[src/hw/rtl/mhpq_pkg.sv]
// shared types and codes for the min-heap priority queue
package mhpq_pkg;

  typedef enum logic [0:0] {
    OP_INSERT  = 1'b0,
    OP_EXTRACT = 1'b1
  } op_t;

  localparam logic [1:0] ST_OK    = 2'd0;
  localparam logic [1:0] ST_FULL  = 2'd1;
  localparam logic [1:0] ST_EMPTY = 2'd2;

  typedef struct packed {
    logic valid;
    op_t  op;
    logic displaced;
  } tok_ctl_t;

endpackage

[src/hw/rtl/mhpq_cell.sv]
// one heap level: entry store for the level, read stage and compare/write stage
module mhpq_cell
  import mhpq_pkg::*;
#(
  parameter int LEVEL    = 0,
  parameter int PW       = 11,
  parameter int LW       = 4,
  parameter int EW       = 32,
  parameter int KEY_BITS = 16
) (
  input  logic           clk,
  input  logic           rst,
  input  tok_ctl_t       in_ctl,
  input  logic [EW-1:0]  in_ent,
  input  logic [PW-1:0]  in_pos,
  input  logic [LW-1:0]  in_lvl,
  input  logic [PW-1:0]  in_cnt,
  output tok_ctl_t       out_ctl,
  output logic [EW-1:0]  out_ent,
  output logic [PW-1:0]  out_pos,
  output logic [LW-1:0]  out_lvl,
  output logic [PW-1:0]  out_cnt,
  input  logic           wb_in_valid,
  input  logic [PW-1:0]  wb_in_pos,
  input  logic [EW-1:0]  wb_in_ent,
  output logic           wb_out_valid,
  output logic [PW-1:0]  wb_out_pos,
  output logic [EW-1:0]  wb_out_ent,
  input  logic           fetch_valid,
  input  logic [PW-1:0]  fetch_pos,
  output logic [EW-1:0]  rd_ent,
  output logic           fetch_hit,
  output logic           fin
);

  localparam int RW    = (LEVEL > 1) ? LEVEL - 1 : 1;
  localparam int DEPTH = (LEVEL > 1) ? (1 << (LEVEL - 1)) : 1;

  logic [EW-1:0] mem_l [DEPTH];
  logic [EW-1:0] mem_r [DEPTH];
  logic [EW-1:0] rd_l;
  logic [EW-1:0] rd_r;

  logic [PW-1:0] ins_pos;
  logic [PW-1:0] acc_pos;
  logic [PW-1:0] rd_pos;
  logic [RW-1:0] rd_row;
  logic          rd_side;
  logic          hit_next;

  tok_ctl_t      q_ctl;
  logic          q_hit;
  logic          q_side;
  logic [EW-1:0] q_ent;
  logic [PW-1:0] q_pos;
  logic [PW-1:0] q_apos;
  logic [LW-1:0] q_lvl;
  logic [PW-1:0] q_cnt;

  logic [EW-1:0] stored;
  logic [KEY_BITS-1:0] cur_key;
  logic [KEY_BITS-1:0] st_key;
  logic [KEY_BITS-1:0] l_key;
  logic [KEY_BITS-1:0] r_key;
  logic [KEY_BITS-1:0] best_key;
  logic          sel_l;
  logic          sel_r;
  logic          r_ok;
  logic [PW-1:0] c_right;
  logic [PW-1:0] child;

  logic          own_we;
  logic [PW-1:0] own_pos;
  logic          pass;
  logic [EW-1:0] pass_ent;
  logic [PW-1:0] pass_pos;
  logic          pass_disp;

  logic          we;
  logic [PW-1:0] wr_pos;
  logic [EW-1:0] wr_ent;
  logic [RW-1:0] wr_row;
  logic          wr_side;

  // path position at this level, or first child for a sift-down
  assign ins_pos  = in_pos >> (in_lvl - LW'(LEVEL));
  assign acc_pos  = (in_ctl.op == OP_INSERT) ? ins_pos : {in_pos[PW-2:0], 1'b0};
  assign rd_pos   = in_ctl.valid ? acc_pos : fetch_pos;
  assign hit_next = fetch_valid && ((fetch_pos >> LEVEL) == PW'(1));
  assign rd_side  = (LEVEL == 0) ? 1'b1 : rd_pos[0];

  if (LEVEL > 1) begin : g_row
    assign rd_row = rd_pos[LEVEL-1:1];
    assign wr_row = wr_pos[LEVEL-1:1];
  end else begin : g_row_one
    assign rd_row = '0;
    assign wr_row = '0;
  end

  assign we      = own_we || wb_in_valid;
  assign wr_pos  = wb_in_valid ? wb_in_pos : own_pos;
  assign wr_ent  = wb_in_valid ? wb_in_ent : q_ent;
  assign wr_side = (LEVEL == 0) ? 1'b1 : wr_pos[0];

  always_ff @(posedge clk) begin
    if (we && !wr_side) begin
      mem_l[wr_row] <= wr_ent;
    end
    if (we && wr_side) begin
      mem_r[wr_row] <= wr_ent;
    end
    rd_l <= mem_l[rd_row];
    rd_r <= mem_r[rd_row];
  end

  always_ff @(posedge clk) begin
    if (rst) begin
      q_ctl <= '0;
      q_hit <= 1'b0;
    end else begin
      q_ctl <= in_ctl;
      q_hit <= hit_next;
    end
  end

  always_ff @(posedge clk) begin
    q_side <= rd_side;
    q_ent  <= in_ent;
    q_pos  <= in_pos;
    q_apos <= acc_pos;
    q_lvl  <= in_lvl;
    q_cnt  <= in_cnt;
  end

  assign stored    = q_side ? rd_r : rd_l;
  assign rd_ent    = stored;
  assign fetch_hit = q_hit;

  assign cur_key  = q_ent[EW-1 -: KEY_BITS];
  assign st_key   = stored[EW-1 -: KEY_BITS];
  assign l_key    = rd_l[EW-1 -: KEY_BITS];
  assign r_key    = rd_r[EW-1 -: KEY_BITS];

  // smallest of current, left, right; current wins ties, then left
  assign c_right  = q_apos | PW'(1);
  assign r_ok     = c_right <= q_cnt;
  assign sel_l    = l_key < cur_key;
  assign best_key = sel_l ? l_key : cur_key;
  assign sel_r    = r_ok && (r_key < best_key);
  assign child    = sel_r ? c_right : q_apos;

  always_comb begin
    own_we       = 1'b0;
    own_pos      = q_apos;
    pass         = 1'b0;
    pass_ent     = q_ent;
    pass_pos     = q_pos;
    pass_disp    = q_ctl.displaced;
    wb_out_valid = 1'b0;
    wb_out_pos   = q_pos;
    wb_out_ent   = q_ent;
    fin          = 1'b0;
    if (q_ctl.valid) begin
      if (q_ctl.op == OP_INSERT) begin
        if (q_lvl == LW'(LEVEL)) begin
          own_we = 1'b1;
          fin    = 1'b1;
        end else begin
          // once displaced, every lower entry on the path moves down one
          if (q_ctl.displaced || (st_key > cur_key)) begin
            own_we    = 1'b1;
            pass_ent  = stored;
            pass_disp = 1'b1;
          end
          pass = 1'b1;
        end
      end else begin
        wb_out_valid = 1'b1;
        if (sel_r) begin
          wb_out_ent = rd_r;
        end else if (sel_l) begin
          wb_out_ent = rd_l;
        end
        if (sel_l || sel_r) begin
          own_pos = child;
          if (child <= (q_cnt >> 1)) begin
            pass     = 1'b1;
            pass_pos = child;
          end else begin
            own_we = 1'b1;
            fin    = 1'b1;
          end
        end else begin
          fin = 1'b1;
        end
      end
    end
  end

  always_ff @(posedge clk) begin
    if (rst) begin
      out_ctl <= '0;
    end else begin
      out_ctl.valid     <= pass;
      out_ctl.op        <= q_ctl.op;
      out_ctl.displaced <= pass_disp;
    end
  end

  always_ff @(posedge clk) begin
    if (pass) begin
      out_ent <= pass_ent;
      out_pos <= pass_pos;
      out_lvl <= q_lvl;
      out_cnt <= q_cnt;
    end
  end

endmodule

[config.mk]
export PLATFORM = sky130hd
export DESIGN_NAME = mhpq_cell
export DESIGN_NICKNAME = d
export VERILOG_FILES = /design/src/hw/rtl/mhpq_pkg.sv /design/src/hw/rtl/mhpq_cell.sv
export SDC_FILE = /design/constraint.sdc
export NUM_CORES = 1
export LEC_CHECK = 0
export BUFFER_PORTS_ARGS = -buffer_cell sky130_fd_sc_hd__buf_4
export CAP_MARGIN = 10
export CORE_MARGIN = 2
export CORE_UTILIZATION = 50
export DETAILED_ROUTE_END_ITERATION = 10
export PLACE_DENSITY_LB_ADDON = 0.15
export REMOVE_ABC_BUFFERS = 1
export SLEW_MARGIN = 0
export SYNTH_ARGS = -nofsm -noshare
export SYNTH_HDL_FRONTEND = slang
export SYNTH_SLANG_ARGS = --single-unit
[constraint.sdc]
create_clock -name clk -period 4.3 [get_ports clk]
set_clock_uncertainty 0.1 [all_clocks]
set_input_delay 0 -clock clk [delete_from_list [all_inputs] [get_ports clk]]
set_output_delay 0 -clock clk [all_outputs]
set_load 0.05 [all_outputs]
# After elaboration in Yosys (flattened, before gate mapping)
# Memories as Yosys holds them, arrays and structs flattened. A register that Yosys moved wholly into a read port is not among the register bits.
# Index checks and enable logic that the tools add are counted.
dict set report op_classes {
  order_cmp 5
  mux 39
  n_reduce_logical 6
  eq_ne 1
  shift 1
}
# operator n
set ops {}
lappend ops {{$mux W32} 9}
lappend ops {{$mux W11} 5}
lappend ops {{$lt A16 B16 Y1} 2}
lappend ops {{$mux W1} 24}
lappend ops {{$gt A16 B16 Y1} 1}
lappend ops {{$mux W16} 1}
lappend ops {{$eq A11 B1 Y1 const B} 1}
lappend ops {{$le A11 B10 Y1} 1}
lappend ops {{$le A11 B11 Y1} 1}
lappend ops {{$shr A11 B4 Y11} 1}
lappend ops {{$logic_not A4 Y1} 1}
lappend ops {{$logic_or A1 B1 Y1} 3}
lappend ops {{$logic_and A1 B1 Y1} 2}
dict set report word_totals {
  ramBits 32
  elab_cells 71
  memories 1
  out_inout_bits 139
  register_bits 166
}
# memory words word_bits rd rd_ports_with_merged_regs wr line
set mem_list {}
lappend mem_list {mem_r 1 32 1 1 1 mhpq_cell.sv:40} ;# logic [EW-1:0] mem_r [DEPTH];

# Logic depth before layout (Yosys ltp)
dict set report logic_depth {
  word_depth 13
  ltp_mapped 16
  ltp_nobuf 15
}

# Worst setup path after synthesis
# No wires, ideal clock.
dict set report synth_timing {
  path_type {register to register}
  start {reg rd_r[29], read port of mem_r}
  end {reg out_cnt[0], enable pin}
  path_buffers 1
  required_time_ps 3809
  stages_incl_launch_ff 16
  setup_slack_ps 32
  t_arrival_ps 3778
  synth_period_minus_slack_ps 4268
  cell_sequence {dfxtp_1 > ha_1 > a21o_1 > a21o_1 > a221oi_2 > nand3_1 > nor2_1 > nor2_1 > ha_1 > nand4_1 > nor3_1 > a21oi_1 > o21ai_0 > and2_0 > buf_4 > or2_2}
}
dict set report synth_via {
  elab_chain_len 8
  elab_cells_between_ends 9
  cone_classes {2 x order compare; 5 x mux; 2 x reduce/logical}
}
# item line
set synth_rtl {}
lappend synth_rtl {{from (decl)} mhpq_cell.sv:42} ;# logic [EW-1:0] rd_r;
lappend synth_rtl {{$lt A16 B16 Y1 (*)} mhpq_cell.sv:149} ;# assign sel_r = r_ok && (r_key < best_key);
lappend synth_rtl {{$logic_and A1 B1 Y1 (*)} mhpq_cell.sv:149}
lappend synth_rtl {{$mux W1} mhpq_cell.sv:150} ;# assign child = sel_r ? c_right : q_apos;
lappend synth_rtl {{$le A11 B10 Y1} mhpq_cell.sv:186} ;# if (child <= (q_cnt >> 1)) begin
lappend synth_rtl {{$mux W1} mhpq_cell.sv:186}
lappend synth_rtl {{$mux W1 (*)} mhpq_cell.sv:184} ;# if (sel_l || sel_r) begin
lappend synth_rtl {{$mux W1 (*)} mhpq_cell.sv:164} ;# if (q_ctl.op == OP_INSERT) begin
lappend synth_rtl {{$mux W1 (*)} mhpq_cell.sv:163} ;# if (q_ctl.valid) begin
lappend synth_rtl {{via pass} mhpq_cell.sv:74} ;# logic pass;
lappend synth_rtl {{to (signal assigned)} mhpq_cell.sv:215} ;# out_cnt <= q_cnt;
lappend synth_rtl {{to (decl)} mhpq_cell.sv:22} ;# output logic [PW-1:0] out_cnt,
# Mark *: on every way through the listed nets, which the timed path passes. The rest lies on a longest branch.
# A chain may end at the register's enable or synchronous reset.

# Worst setup path in the final report
dict set report layout_timing {
  start {reg q_ent[21]}
  end {reg out_cnt[2], enable pin}
}
dict set report layout_via {
  elab_chain_len 10
  elab_cells_between_ends 11
  cone_classes {3 x order compare; 6 x mux; 2 x reduce/logical}
}
# item line
set layout_rtl {}
lappend layout_rtl {{from (decl)} mhpq_cell.sv:54} ;# logic [EW-1:0] q_ent;
lappend layout_rtl {{from (signal assigned)} mhpq_cell.sv:128} ;# q_ent <= in_ent;
lappend layout_rtl {{$lt A16 B16 Y1} mhpq_cell.sv:147} ;# assign sel_l = l_key < cur_key;
lappend layout_rtl {{$mux W16} mhpq_cell.sv:148} ;# assign best_key = sel_l ? l_key : cur_key;
lappend layout_rtl {{$lt A16 B16 Y1} mhpq_cell.sv:149}
lappend layout_rtl {{$logic_and A1 B1 Y1} mhpq_cell.sv:149}
lappend layout_rtl {{$mux W1} mhpq_cell.sv:150}
lappend layout_rtl {{$le A11 B10 Y1} mhpq_cell.sv:186}
lappend layout_rtl {{$mux W1} mhpq_cell.sv:186}
lappend layout_rtl {{$mux W1 (*)} mhpq_cell.sv:184}
lappend layout_rtl {{$mux W1 (*)} mhpq_cell.sv:164}
lappend layout_rtl {{$mux W1 (*)} mhpq_cell.sv:163}
lappend layout_rtl {{via pass} mhpq_cell.sv:74}
# Marked as above.

==> metrics.txt <==
post-synthesis sequential area ratio 0.640; Worst setup SP type flop; commonest non-fill, non-tap cell in the layout buf_4; CTS hold repair buffers 98; clk slew on worst S/H paths 0.07 ns; CTS tree yes; Sink Count 198; Highest Clock Rate 257 MHz; CTS H-tree lvls 4; Syn Inst Count 539; Max VDD drop 0.302 mV; fin crit period 3.90 ns; setup TNS 0 ns; gpl congestion 0.901; Antenna Cells 0; Final HPWL DP 12800 µm; IO Count 258; Slew @ Worst Pin 0.569 ns; Setup-failing EPs final 0; ys async rst share 0; Lkg Pwr 0.00489 µW; max-cap violations 0; Distinct cells, synth 45; Global Route Usage Sum 0.238; row cnt 45; via count 5571; root buf cell clkbuf_16; post-route ant nets 0; starting density of the core 0.506; Hold Vio Cnt, Final 0; number of synthesized flops with an enable pin 90; status complete, no violations; Critical Path Fanout Max 23; final-layout fill cell count 952; fin util 0.752; fin nets 1047; Post-synth top flop dfxtp_1; DRC Markers 0; largest net degree at the start of global routing 50; synthesized flop and latch total 198; Critical Path AT 3.93 ns; RSZ-0062 raised after global routing false; Max Transition Viols Final 0; Post-CTS Setup Bufs 0; global-route wire length before repair 29500 µm; die area 0.0162 mm²; synth warn 0; total grt overflow 0; period utilisation layout 0.906; PortBufs 246; required time worst endpoint 4.33 ns; max_slew headroom 0.621; area grow syn2layout 48.8%; Die Width 127 µm; CP Capture Type flop; ratio of cells with drive above 1 in the final layout 0.422; HP Class in -> reg; DRT Pass-1 Iters 5; Post-Syn Area per Cell 14.1 µm²; most frequent cells in the layout buf_4, dfxtp_1, dlygate4sd3_1, edfxtp_1, mux2_2; Resized cells post-CTS 0; vias per inst 5.10; CTS Buf Count 17; vias in the first global route 5780; clk buf depth 2; Total Power 4840 µW; Pwr Density 428 mW/mm²; Mapped Area 0.00760 mm²; die height 127 µm; WL per Instance 17.7 µm; Routed Wire Length 19300 µm; insertion delay of the later-clocked pin in the worst-skew pair 0.43 ns; initial antenna violation count 0; initial drt markers 244; crit path kind reg -> reg; Core ar. 0.0150 mm²
[where the power goes]
group	leakage [µW]	internal [µW]	switching [µW]
clock network	0.000323	982	676
registers	0.00177	2130	77.1
logic	0.00281	382	595
[cell families after synthesis]
family          synth area share
fa+ha+maj                 0.0593
buf+inv                   0.0267
flops                      0.640
compound gates            0.0578
simple gates              0.0576
mux                        0.159
[registers in the layout, summed over array words and instances (netlist names)]
name        cells
out_ctl         3
out_pos        11
out_lvl         4
q_cnt          11
q_ctl           3
q_apos         11
q_lvl           4
q_ent          32
rd_r           32
out_ent        32
out_cnt        11
wb_out_pos     11
mem_r          32
fetch_hit       1
[final timing paths]
| check | startpoint | endpoint | slack [ns] | cells past startpoint |
|---|---|---|---|---|
| setup reg to reg | q_ent[21]$_DFF_P_ | out_cnt[2]$_DFFE_PP_ | 0.40 | 16 |
| hold reg to reg | mem_r[0][6]$_DFFE_PP_ | rd_r[6]$_DFF_P_ | 0.24 | 0 |
| setup / recovery | q_ent[21]$_DFF_P_ | out_cnt[2]$_DFFE_PP_ | 0.40 | 16 |
| hold / removal | wb_in_valid | mem_r[0][27]$_DFFE_PP_ | 0.1 | 2 |
[worst max-delay path: stages (launching register included)]
cell and delay (ns):
dfxtp_1 0.35, inv_1 0.06, ha_1 0.29, a21oi_1 0.15, o21ai_0 0.14, a221oi_2 0.35
nand3_1 0.22, nor2_1 0.18, nor2_1 0.06, ha_1 0.28, nand4_1 0.10, nor3_1 0.14
a21oi_1 0.06, o21ai_0 0.17, and2_0 0.22, or2_2 0.46, buf_12 0.25
[area by class of cell]
cell class | count | area (µm²) | share of cell area
Sequential cell | 198 | 4860 | 0.430
Timing Repair Buffer | 350 | 2910 | 0.257
Multi-Input combinational cell | 295 | 2540 | 0.225
Clock buffer | 27 | 609 | 0.0539
Tap cell | 188 | 235 | 0.0208
Inverter | 30 | 113 | 0.00995
Clock inverter | 5 | 37.5 | 0.00332
[synthesized netlist by cell type, types with 2 or more instances]
master	number	share of area
a211oi_1	5	0.0049
a21o_1	4	0.0040
a21oi_1	19	0.013
a22o_1	4	0.0046
and2_1	2	0.0016
buf_1	2	0.00099
buf_2	3	0.0020
buf_6	3	0.0044
clkbuf_1	7	0.0035
dfxtp_1	108	0.28
edfxtp_1	90	0.36
ha_1	36	0.059
inv_1	30	0.015
mux2_1	6	0.0089
mux2_2	86	0.13
mux2i_1	8	0.011
mux4_2	4	0.012
nand2_1	27	0.013
nand3_1	6	0.0040
nand4_1	8	0.0066
nor2_1	16	0.0079
nor2b_1	9	0.0074
nor3_1	5	0.0033
nor4_1	4	0.0033
o211ai_1	2	0.0020
o21ai_0	24	0.016
o22a_1	2	0.0023
or2_2	2	0.0016
[routing by layer]
layer / share of wire / vias up / track usage
met4: 0.020 / 0 / 0.0853
met2: 0.53 / 190 / 0.434
met3: 0.063 / 31 / 0.0758
li1: - / 2681 / -
met5: 0 / - / 0
met1: 0.39 / 2669 / 0.260
[through the flow]
| stage | setup WS, ns | hold WS [ns] | instance area, µm² | instances |
|---|---|---|---|---|
| finish | 0.402 | 0.0970 | 11300 | 1093 |
| global route | 0.0999 | 0.0912 | 11300 | 1093 |
| CTS | 0.367 | 0.0894 | 11300 | 1093 |
| detailed placement | 0.395 | 0.00559 | 9680 | 963 |
| global placement | 0.485 | 0.00447 | 9680 | 963 |
| floorplan | -0.128 | -0.0723 | 7510 | 523 |
Power figures use the tool's default switching activity.
